`src/design/rdq_pkg.sv`:
```
package rdq_pkg;

	localparam int DATA_W = 32;
	localparam int CAP_W  = 5;
	localparam int IDX_W  = 4;

	localparam logic [CAP_W-1:0] CAP_RESET = 5'd16;

	localparam logic [1:0] FUNC_PUSH_FRONT = 2'd0;
	localparam logic [1:0] FUNC_PUSH_BACK  = 2'd1;
	localparam logic [1:0] FUNC_SEARCH     = 2'd2;

	typedef struct packed {
		logic             done;
		logic             ok;
		logic [IDX_W-1:0] match_index;
	} result_t;

endpackage

```
`src/design/rdq_store.sv`:
```
module rdq_store #(
	parameter int DEPTH = 16,
	parameter int AW    = 4
) (
	input  logic                      clk,
	input  logic                      we,
	input  logic [AW-1:0]             waddr,
	input  logic [rdq_pkg::DATA_W-1:0] wdata,
	input  logic [AW-1:0]             raddr,
	output logic [rdq_pkg::DATA_W-1:0] rdata
);
	import rdq_pkg::*;

	logic [DATA_W-1:0] mem_q [DEPTH];
	logic [DATA_W-1:0] rdata_q;

	always_ff @(posedge clk) begin
		if (we) begin
			mem_q[waddr] <= wdata;
		end
		rdata_q <= mem_q[raddr];
	end

	assign rdata = rdata_q;

endmodule

```
`src/design/rdq_seq.sv`:
```
module rdq_seq #(
	parameter int PW    = 4,
	parameter int CW    = 5
) (
	input  logic                       clk,
	input  logic                       arst_n,
	input  logic                       start,
	input  logic [1:0]                 func,
	input  logic [rdq_pkg::DATA_W-1:0] value,
	input  logic                       clr,
	input  logic [CW-1:0]              eff_cap,
	output logic                       busy,
	output logic                       we,
	output logic [PW-1:0]              waddr,
	output logic [rdq_pkg::DATA_W-1:0] wdata,
	output logic [PW-1:0]              raddr,
	input  logic [rdq_pkg::DATA_W-1:0] rdata,
	output rdq_pkg::result_t           res
);
	import rdq_pkg::*;

	localparam logic ST_IDLE = 1'b0;
	localparam logic ST_SCAN = 1'b1;

	logic              state_q;
	logic [PW-1:0]     head_q;
	logic [PW-1:0]     tail_q;
	logic [CW-1:0]     rd_cnt_q;
	logic [PW-1:0]     x_s1;
	logic              vld_s1;
	logic [DATA_W-1:0] key_q;
	result_t           res_q;

	logic          accept;
	logic [PW-1:0] cap_m1;
	logic [PW-1:0] head_dec;
	logic [PW-1:0] tail_inc;
	logic          full;
	logic          is_push;
	logic          issue;
	logic          occupied;
	logic          hit;
	logic          last;

	assign accept   = start && (state_q == ST_IDLE);
	assign busy     = (state_q != ST_IDLE);
	assign cap_m1   = PW'(eff_cap - CW'(1));
	assign head_dec = (head_q == '0) ? cap_m1 : head_q - PW'(1);
	assign tail_inc = (tail_q == cap_m1) ? '0 : tail_q + PW'(1);
	assign full     = (tail_inc == head_q);
	assign is_push  = (func == FUNC_PUSH_FRONT) || (func == FUNC_PUSH_BACK);

	assign we    = accept && is_push && !full && !clr;
	assign waddr = (func == FUNC_PUSH_FRONT) ? head_dec : tail_q;
	assign wdata = value;

	// one read issued per cycle, compared against the key in the following cycle
	assign issue = (state_q == ST_SCAN) && (rd_cnt_q < eff_cap);
	assign raddr = rd_cnt_q[PW-1:0];

	always_comb begin
		if (head_q <= tail_q) begin
			occupied = (x_s1 >= head_q) && (x_s1 < tail_q);
		end else begin
			occupied = (x_s1 >= head_q) || (x_s1 < tail_q);
		end
	end

	assign hit  = vld_s1 && occupied && (rdata == key_q);
	assign last = vld_s1 && (x_s1 == cap_m1);

	always_ff @(posedge clk or negedge arst_n) begin
		if (!arst_n) begin
			state_q  <= ST_IDLE;
			head_q   <= '0;
			tail_q   <= '0;
			rd_cnt_q <= '0;
			vld_s1   <= 1'b0;
			res_q    <= '0;
		end else begin
			res_q.done <= 1'b0;
			vld_s1     <= issue;
			if (issue) begin
				rd_cnt_q <= rd_cnt_q + CW'(1);
			end
			unique case (state_q)
				ST_IDLE: begin
					if (accept) begin
						if (func == FUNC_SEARCH) begin
							state_q  <= ST_SCAN;
							rd_cnt_q <= '0;
							vld_s1   <= 1'b0;
						end else begin
							res_q.done        <= 1'b1;
							res_q.ok          <= is_push && !full;
							res_q.match_index <= '0;
						end
						if (we && (func == FUNC_PUSH_FRONT)) begin
							head_q <= head_dec;
						end
						if (we && (func == FUNC_PUSH_BACK)) begin
							tail_q <= tail_inc;
						end
					end
				end
				ST_SCAN: begin
					if (hit || last) begin
						state_q           <= ST_IDLE;
						vld_s1            <= 1'b0;
						res_q.done        <= 1'b1;
						res_q.ok          <= hit;
						res_q.match_index <= hit ? IDX_W'(x_s1) : '0;
					end
				end
				default: begin
					state_q <= ST_IDLE;
				end
			endcase
			// a capacity write empties the list
			if (clr) begin
				head_q <= '0;
				tail_q <= '0;
			end
		end
	end

	always_ff @(posedge clk) begin
		if (accept) begin
			key_q <= value;
		end
		if (issue) begin
			x_s1 <= rd_cnt_q[PW-1:0];
		end
	end

	assign res = res_q;

	a_head_in_ring: assert property (@(posedge clk) disable iff (!arst_n)
		CW'(head_q) < eff_cap)
		else $error("head pointer outside ring");

	a_tail_in_ring: assert property (@(posedge clk) disable iff (!arst_n)
		CW'(tail_q) < eff_cap)
		else $error("tail pointer outside ring");

	a_done_idle: assert property (@(posedge clk) disable iff (!arst_n)
		res_q.done |-> (state_q == ST_IDLE))
		else $error("result strobe while scan still running");

	a_scan_bound: assert property (@(posedge clk) disable iff (!arst_n)
		(state_q == ST_SCAN) |-> (rd_cnt_q <= eff_cap))
		else $error("scan counter ran past capacity");

	a_write_idle: assert property (@(posedge clk) disable iff (!arst_n)
		we |-> !busy)
		else $error("storage write during scan");

endmodule

```
`src/design/ring_deque_with_search.sv`:
```
// Ring deque of 32-bit words with search by value.
// Command channel: drive func and value with start; the command is taken at
// a rising edge where start is high and busy is low. func selects push
// front, push back or search; the unused code returns ok 0.
// Result channel: done pulses for one cycle with ok and match_index. The
// receiver cannot stall it; a result not sampled in that cycle is gone.
// Push front / push back: result in the cycle after the command, busy stays
// low, so a command may follow every cycle. A push into a full ring (tail+1
// equals head) is dropped with ok 0; capacity-1 words fit.
// Search: reads the storage one slot per cycle through a single read port and
// one 32-bit comparator; the result comes once the last slot is compared, or
// earlier on a hit, and busy is high meanwhile. match_index is the
// lowest occupied slot holding the word.
// Configuration: cfg_data (capacity, clamped to 2..DEPTH) is written when
// cfg_valid and cfg_ready are high; cfg_ready is low during a search. A write
// empties the list. Reset empties the list and sets capacity to 16; stored
// words are not cleared; a search reads them but matches only occupied slots.
module ring_deque_with_search #(
	parameter int DEPTH = 16
) (
	input  logic                        clk,
	input  logic                        arst_n,
	input  logic                        start,
	output logic                        busy,
	input  logic [1:0]                  func,
	input  logic [rdq_pkg::DATA_W-1:0]  value,
	output logic                        done,
	output logic                        ok,
	output logic [rdq_pkg::IDX_W-1:0]   match_index,
	input  logic                        cfg_valid,
	output logic                        cfg_ready,
	input  logic [rdq_pkg::CAP_W-1:0]   cfg_data
);
	import rdq_pkg::*;

	localparam int PW = (DEPTH > 1) ? $clog2(DEPTH) : 1;
	localparam int CW = $clog2(DEPTH + 1);

	logic [CAP_W-1:0]  cap_q;
	logic [CW-1:0]     eff_cap;
	logic              cfg_wr;
	logic              we;
	logic [PW-1:0]     waddr;
	logic [DATA_W-1:0] wdata;
	logic [PW-1:0]     raddr;
	logic [DATA_W-1:0] rdata;
	result_t           res;

	assign cfg_ready = !busy;
	assign cfg_wr    = cfg_valid && cfg_ready;

	always_ff @(posedge clk or negedge arst_n) begin
		if (!arst_n) begin
			cap_q <= CAP_RESET;
		end else if (cfg_wr) begin
			cap_q <= cfg_data;
		end
	end

	always_comb begin
		if (cap_q < CAP_W'(2)) begin
			eff_cap = CW'(2);
		end else if (32'(cap_q) > DEPTH) begin
			eff_cap = CW'(DEPTH);
		end else begin
			eff_cap = CW'(cap_q);
		end
	end

	rdq_seq #(
		.PW    (PW),
		.CW    (CW)
	) u_seq (
		.clk     (clk),
		.arst_n  (arst_n),
		.start   (start),
		.func    (func),
		.value   (value),
		.clr     (cfg_wr),
		.eff_cap (eff_cap),
		.busy    (busy),
		.we      (we),
		.waddr   (waddr),
		.wdata   (wdata),
		.raddr   (raddr),
		.rdata   (rdata),
		.res     (res)
	);

	rdq_store #(
		.DEPTH (DEPTH),
		.AW    (PW)
	) u_store (
		.clk   (clk),
		.we    (we),
		.waddr (waddr),
		.wdata (wdata),
		.raddr (raddr),
		.rdata (rdata)
	);

	assign done        = res.done;
	assign ok          = res.ok;
	assign match_index = res.match_index;

endmodule
```
`config.mk`:
```
export PLATFORM = sky130hd
export DESIGN_NAME = ring_deque_with_search
export DESIGN_NICKNAME = d
export VERILOG_FILES = /design/src/design/rdq_pkg.sv /design/src/design/rdq_store.sv /design/src/design/rdq_seq.sv /design/src/design/ring_deque_with_search.sv
export SDC_FILE = /design/constraint.sdc
export NUM_CORES = 1
export LEC_CHECK = 0
export ABC_AREA = 1
export ABC_CLOCK_PERIOD_IN_PS = 14500
export BUFFER_PORTS_ARGS = -buffer_cell sky130_fd_sc_hd__buf_2
export CORE_MARGIN = 3
export CORE_UTILIZATION = 45
export CTS_CLUSTER_DIAMETER = 30
export CTS_CLUSTER_SIZE = 14
export DETAILED_ROUTE_END_ITERATION = 10
export HOLD_SLACK_MARGIN = 0.05
export PLACE_DENSITY_LB_ADDON = 0.25
export SLEW_MARGIN = 20
export SYNTH_ARGS = -nofsm -noshare
export SYNTH_HDL_FRONTEND = slang
export SYNTH_HIERARCHICAL = 1
export SYNTH_SLANG_ARGS = --single-unit
export TNS_END_PERCENT = 10
```
`constraint.sdc`:
```
create_clock -name clk -period 14.5 [get_ports clk]
set_input_delay 0.725 -clock clk [delete_from_list [all_inputs] [get_ports clk]]
set_output_delay 0.725 -clock clk [all_outputs]
set_load 0.1 [all_outputs]
```
---- Yosys cells after proc, flatten, opt, wreduce, memory -nomap -nowiden ----
Memory sizes are Yosys's and may differ from the RTL's. A register that Yosys moved wholly into a read port is not among the register bits.
Cells that the tools add are included.
storage, ports and cells
  memory bits (writable) .................. 512
  memories ................................ 1
  flip-flop bits (word level) ............. 62
  word-level logic and storage cells ...... 93
  bits of input ports ..................... 43
operators by class
  bitwise logic cells ..................... 1
  equality and inequality tests ........... 10
  reduce and logical (&&, ||, !) cells .... 27
  mux-type cells .......................... 33
  $add $sub $neg .......................... 4
  order comparisons ....................... 6
memories
  memory         depth  width  rd ports  clocked after memory_dff  write ports  RTL line         source
  u_store.mem_q  16     32     1         1                         1            rdq_store.sv:14  logic [DATA_W-1:0] mem_q [DEPTH];
operators with widths
  cell                 count
  $mux 4               12
  $eq 32x32->1         1
  $mux 5               6
  $mux 6               3
  $logic_and 1x1->1    13
  $eq 4x4->1           3
  $pmux 6 s2           1
  $mux 1               9
  $reduce_and 3->1     3
  $sub 4x1->4 const B  2
  $reduce_bool 2->1    3
  $add 5x1->5 const B  1
  $gt 5x5->1 const B   1
  $lt 5x2->1 const B   1
  $lt 5x5->1           1
  $add 4x1->4 const B  1
  $ge 4x4->1           1
  $le 4x4->1           1
  $logic_not 4->1      1
  $lt 4x4->1           1
  $ne 2x1->1 const B   2
  $ne 2x2->1 const B   2
  $pmux 1 s2           2
  $logic_not 1->1      3
  5 further kinds      7

---- Longest topological paths before layout ----
  depth in word-level cells ............... 15
  mapped depth ............................ 22
  gate-level depth less buffers ........... 22

---- Modules after synthesis ----
Netlist, hierarchy kept.
by module, submodules not included
  module                  instances  cells each  area an instance (um^2)
  rdq_store               1          2,120       22,730.6
  rdq_seq                 1          421         3,668.5
  ring_deque_with_search  1          36          252.7

---- Worst setup path after synthesis ----
OpenSTA, ideal clock, no wires.
  path kind ............................... register to register
  start ................................... reg u_seq.state_q (netlist: u_seq/busy)
  end ..................................... mem u_store.mem_q[12][0], enable pin
  stages on the path, launching flop included .. 8
  buffers on the path ..................... 0
  setup time .............................. 421 ps
  setup slack ............................. 9,161 ps
  arrival time ............................ 4,918 ps
  period minus slack after synthesis ...... 5,339 ps
  path through ............................ dfrtp_1 > nor2_1 > inv_1 > nor2_8 > nand2_1 > nor2_1 > nand3_1 > nor2_1
between the ends
  cells in the longest elaborated chain, start to end .. 7
RTL lines
  what                             RTL line                      source
  from (decl)                      rdq_seq.sv:25                 logic state_q;
  from (signal assigned)           rdq_seq.sv:74                 state_q <= ST_IDLE;
  from (signal assigned)           rdq_seq.sv:90                 state_q <= ST_SCAN;
  from (signal assigned)           rdq_seq.sv:108                state_q <= ST_IDLE;
  $not 1->1                        rdq_seq.sv:45                 assign accept = start && (state_q == ST_IDLE);
  $logic_and 1x1->1                rdq_seq.sv:45
  named net u_seq.accept           rdq_seq.sv:34                 logic accept;
  $logic_and 1x1->1 (3 in series)  rdq_seq.sv:53                 assign we = accept && is_push && !full && !clr;
  named net we                     ring_deque_with_search.sv:42  logic we;
  $mux 1                           rdq_store.sv:18               if (we) begin
  $mux 1 (not written as such)     rdq_store.sv:19               mem_q[waddr] <= wdata;
  to (decl)                        rdq_store.sv:14
The timed path passes the listed nets, and every way through them passes these cells.

---- Final worst setup path ----
  start ................................... reg cap_q[4]
  end ..................................... mem u_store.mem_q[14][31], enable pin
between the ends
  cells in the longest elaborated chain, start to end .. 12
RTL lines
  what                                 RTL line                      source
  from (decl)                          ring_deque_with_search.sv:39  logic [CAP_W-1:0] cap_q;
  from (signal assigned)               ring_deque_with_search.sv:56  cap_q <= cfg_data;
  $gt 5x5->1                           ring_deque_with_search.sv:63  end else if (32'(cap_q) > DEPTH) begin
  $mux 5                               ring_deque_with_search.sv:63
  $mux 5 (*)                           ring_deque_with_search.sv:61  if (cap_q < CAP_W'(2)) begin
  named net eff_cap[0]                 ring_deque_with_search.sv:40  logic [CW-1:0] eff_cap;
  $sub 4x1->4 (*)                      rdq_seq.sv:47                 assign cap_m1 = PW'(eff_cap - CW'(1));
  $eq 4x4->1 (*)                       rdq_seq.sv:49                 assign tail_inc = (tail_q == cap_m1) ? '0 : tail_q + PW'(1);
  $mux 4 (*)                           rdq_seq.sv:49
  $eq 4x4->1 (*)                       rdq_seq.sv:50                 assign full = (tail_inc == head_q);
  $logic_not 1->1 (*)                  rdq_seq.sv:53
  $logic_and 1x1->1 (*) (2 in series)  rdq_seq.sv:53
  named net we                         ring_deque_with_search.sv:42
  $mux 1 (*)                           rdq_store.sv:18
  $mux 1 (not written as such) (*)     rdq_store.sv:19
Mark *: on every way through the listed nets, which the timed path passes. The rest lies on a longest branch.

==> results.tsv <==
metric	value	unit
DRT iter0 DRCs	1360	
worst-margin pin slew	1.08	ns
Worst Hold Class	input port to async pin	
nets	2694	
Post-synth top flop	edfxtp_1	
critical path class	flip-flop to flip-flop	
residual DRC count	0	
I/O Buffers	50	
Yosys reg bits	606	
r2r setup slk	10.09	ns
fraction of layout cells with a size suffix above 1	12.2	%
reg2reg path depth	19	
Final Slew Violations	0	
Root Buffer	clkbuf_16	
Vias/cell	4.97	
RSZ-0062 raised after global routing	false	
Initial Util	45.8	%
CP Capture Type	flip-flop	
P_int	4.51	mW
setup tns final	0	ns
setup violators final	0	
vias in the first global route	17000	
drt wl/cell	17.6	microns
post-synthesis cell area	26700	sq um
Fillers	4881	
die area	62200	sq um
first-pass GRT wire length	96300	microns
Worst Clk Skew	0.0356	ns
Vias	17400	
syn nets	2639	
final hold vios	0	
die height	249	microns
post-route ant nets	0	
clock share of power	42.1	%
# Max-Cap Violations	0	
Power per Cell Area	215	nW/um^2
Max FO, Critical Path	17	
post-cts sizing count	0	
RR Startpoint	cap_q[4]$_DFFE_PN1P_	
ANT cells	0	
final period utilization	30.4	%
# H-tree levels	3	
P_sw	2.27	mW
Yosys warnings	6	
combinational group share of total power	25.7	%
Ports	51	
CTS tree	built	
number of CTS-inserted buffers	121	
Rows	88	
syn_area_per_cell	10.3	sq um
Worst Setup Start Kind	flip-flop	
Die W	249	microns
post-synth cell types	46	
Overflow after GRT	0	
Reg area	17800	sq um
Clk pin slew, worst setup/hold paths	0.04	ns
largest net degree at the start of global routing	195	
Core Footprint	58100	sq um
post-cts hold buffer count	0	
Net Sw Frac	33.4	%
drt total wl	61800	microns
Tmin final	4.41	ns
Slew headroom	27.9	%
asr flop ratio synth	4.29	%
maximum VDD drop	188	uV
Setup Buffers After CTS	0	
Layout area overhead	18.3	%
fmax	0.227	GHz
hold slack	0.109	ns
All-Layer GR Usage	19.8	%
cells after synthesis	2577	
initial antenna violation count	0	
DRT Pass-1 Iters	5	
hpwl dp	33500	microns
CTS Buffer Depth	3	
CTS sink count	606	
status	finished clean	
Overall Power	6.78	mW
CP required	14.82	ns
Multi-input gate area	6330	sq um
insertion delay to the later sink of the worst-skew pair	0.67	ns
leakage power	13.6	nW
Setup crit start	cap_q[4]$_DFFE_PN1P_	
reg-to-reg endpoint	u_store/mem_q[14][31]$_DFFE_PP_	
Seq/Total Area, Yosys	66.6	%
GP Congestion	0.807	
sequential share of power	32.2	%
Post-synth EDFFs	548	
Critical Path AT	4.72	ns
-- power groups by stage --
stage / registers (mW) / logic, mW / clock network [mW]
finish: 2.18 / 1.74 / 2.85
global route: 2.20 / 1.95 / 2.99
CTS: 2.18 / 1.75 / 2.90
detailed placement: 2.21 / 1.74 / 0
global placement: 2.21 / 1.72 / 0
floorplan: 2.15 / 1.38 / 0
-- layout make-up --
cell class	count	share of cell area (%)
clock inverter	82	3.32
timing repair buffer	74	1.40
multi-input combinational	1369	20.1
inverter	460	5.50
tap	765	3.04
sequential	606	56.3
clock buffer	148	10.3
-- worst max-delay path by stage --
stage / end / cells past startpoint
after floorplan: u_store/mem_q[12][0]$_DFFE_PP_ / 7
final: u_store/mem_q[14][31]$_DFFE_PP_ / 19
after CTS: u_store/mem_q[14][31]$_DFFE_PP_ / 19
after detailed placement: u_store/mem_q[14][22]$_DFFE_PP_ / 19
after global placement: u_store/mem_q[14][22]$_DFFE_PP_ / 20
after global routing: u_store/mem_q[14][31]$_DFFE_PP_ / 19
-- state kept, by name, summed over array words and instances (netlist names), 4 cells and up --
signal,flops
u_seq/x_s1,4
u_store/mem_q,512
cap_q,5
u_seq/rd_cnt_q,5
u_seq/res,6
u_seq/tail_q,4
u_store/rdata,32
u_seq/key_q,32
u_seq/head_q,4
-- synth_stat cells, types with 4 or more instances --
cell type	count	area share [%]
dfxtp_1	32	2.4
edfxtp_1	548	62
nand4_1	9	0.21
xor2_1	13	0.43
nor2_2	6	0.14
nand3_1	408	7.7
xnor2_1	9	0.30
nor2_1	55	0.77
dfrtp_1	25	2.3
inv_2	6	0.084
o22ai_1	5	0.12
buf_4	42	1.2
buf_2	41	0.77
inv_1	453	6.4
buf_6	29	1.2
clkbuf_1	15	0.21
nand2_1	777	11
nor3_1	5	0.094
buf_1	14	0.20
a21oi_1	12	0.23
ha_1	19	0.89
o21ai_0	13	0.24
nand2_2	9	0.21
or2_2	4	0.094
-- metrics by stage --
stage                     std cells  instance area (sq um)  setup WS, ns  util, %
after CTS                      3504                  31500         10.02     54.2
after global placement         3274                  27200         10.03     46.8
final                          3504                  31500         10.09     54.2
after global routing           3504                  31500          9.71     54.2
after detailed placement       3274                  27200         10.02     46.8
after floorplan                2577                  26700          9.16        -
-- critical path, stage by stage (launching register included) --
cell,delay (ns)
dfstp_2,0.39
inv_1,0.08
nand2_1,0.05
a21oi_1,0.34
inv_2,0.14
ha_1,0.41
xor2_2,0.15
nand2_1,0.09
nor2_4,0.13
nand2_4,0.10
nand2_2,0.07
nand2_1,0.05
nand2_1,0.08
nor2_2,0.05
nand2_4,0.12
nand2_1,0.09
nor2_1,0.29
nand3_1,0.40
nor2_4,0.63
buf_4,0.42
-- cell families (layout without fill, tap and decap cells) --
group,after synthesis,in the layout,synth area share (%)
AOI/OAI and AO/OA,40,40,0.868
xor gates and xnor gates,23,23,0.784
adders and majority gates,19,19,0.892
buffers and inverters,602,764,10.1
DFF,606,606,66.6
muxes,2,2,0.0798
and+or+nand+nor,1285,1285,20.6
-- per-layer routing --
metal	vias up	GRT usage, %	wire length (microns)
met5	-	0	0
met4	0	5.94	1220
met3	93	3.65	3650
met2	510	32.8	29700
met1	8397	26.5	27200
li1	8427	-	-
-- cells in the final DEF (no fill, tap or decap), types with 6 or more instances in the layout --
master      count
clkinv_2       21
inv_1         451
xor2_1         13
nand3_1       408
buf_4          23
clkbuf_8       11
clkinv_1       15
nor2_2          6
nand2_2         9
nand4_1         9
clkinvlp_4      9
buf_2          50
xnor2_1         9
a21oi_1        12
bufinv_16      20
clkbuf_1       15
nor2_4         18
nor2_1         38
inv_2           7
dfxtp_1        32
o21ai_0        13
ha_1           19
clkbuf_16     122
edfxtp_1      548
inv_6           6
nand2_1       777
clkinv_4        7
dfrtp_1        21
(Power assumes the default switching activity.)
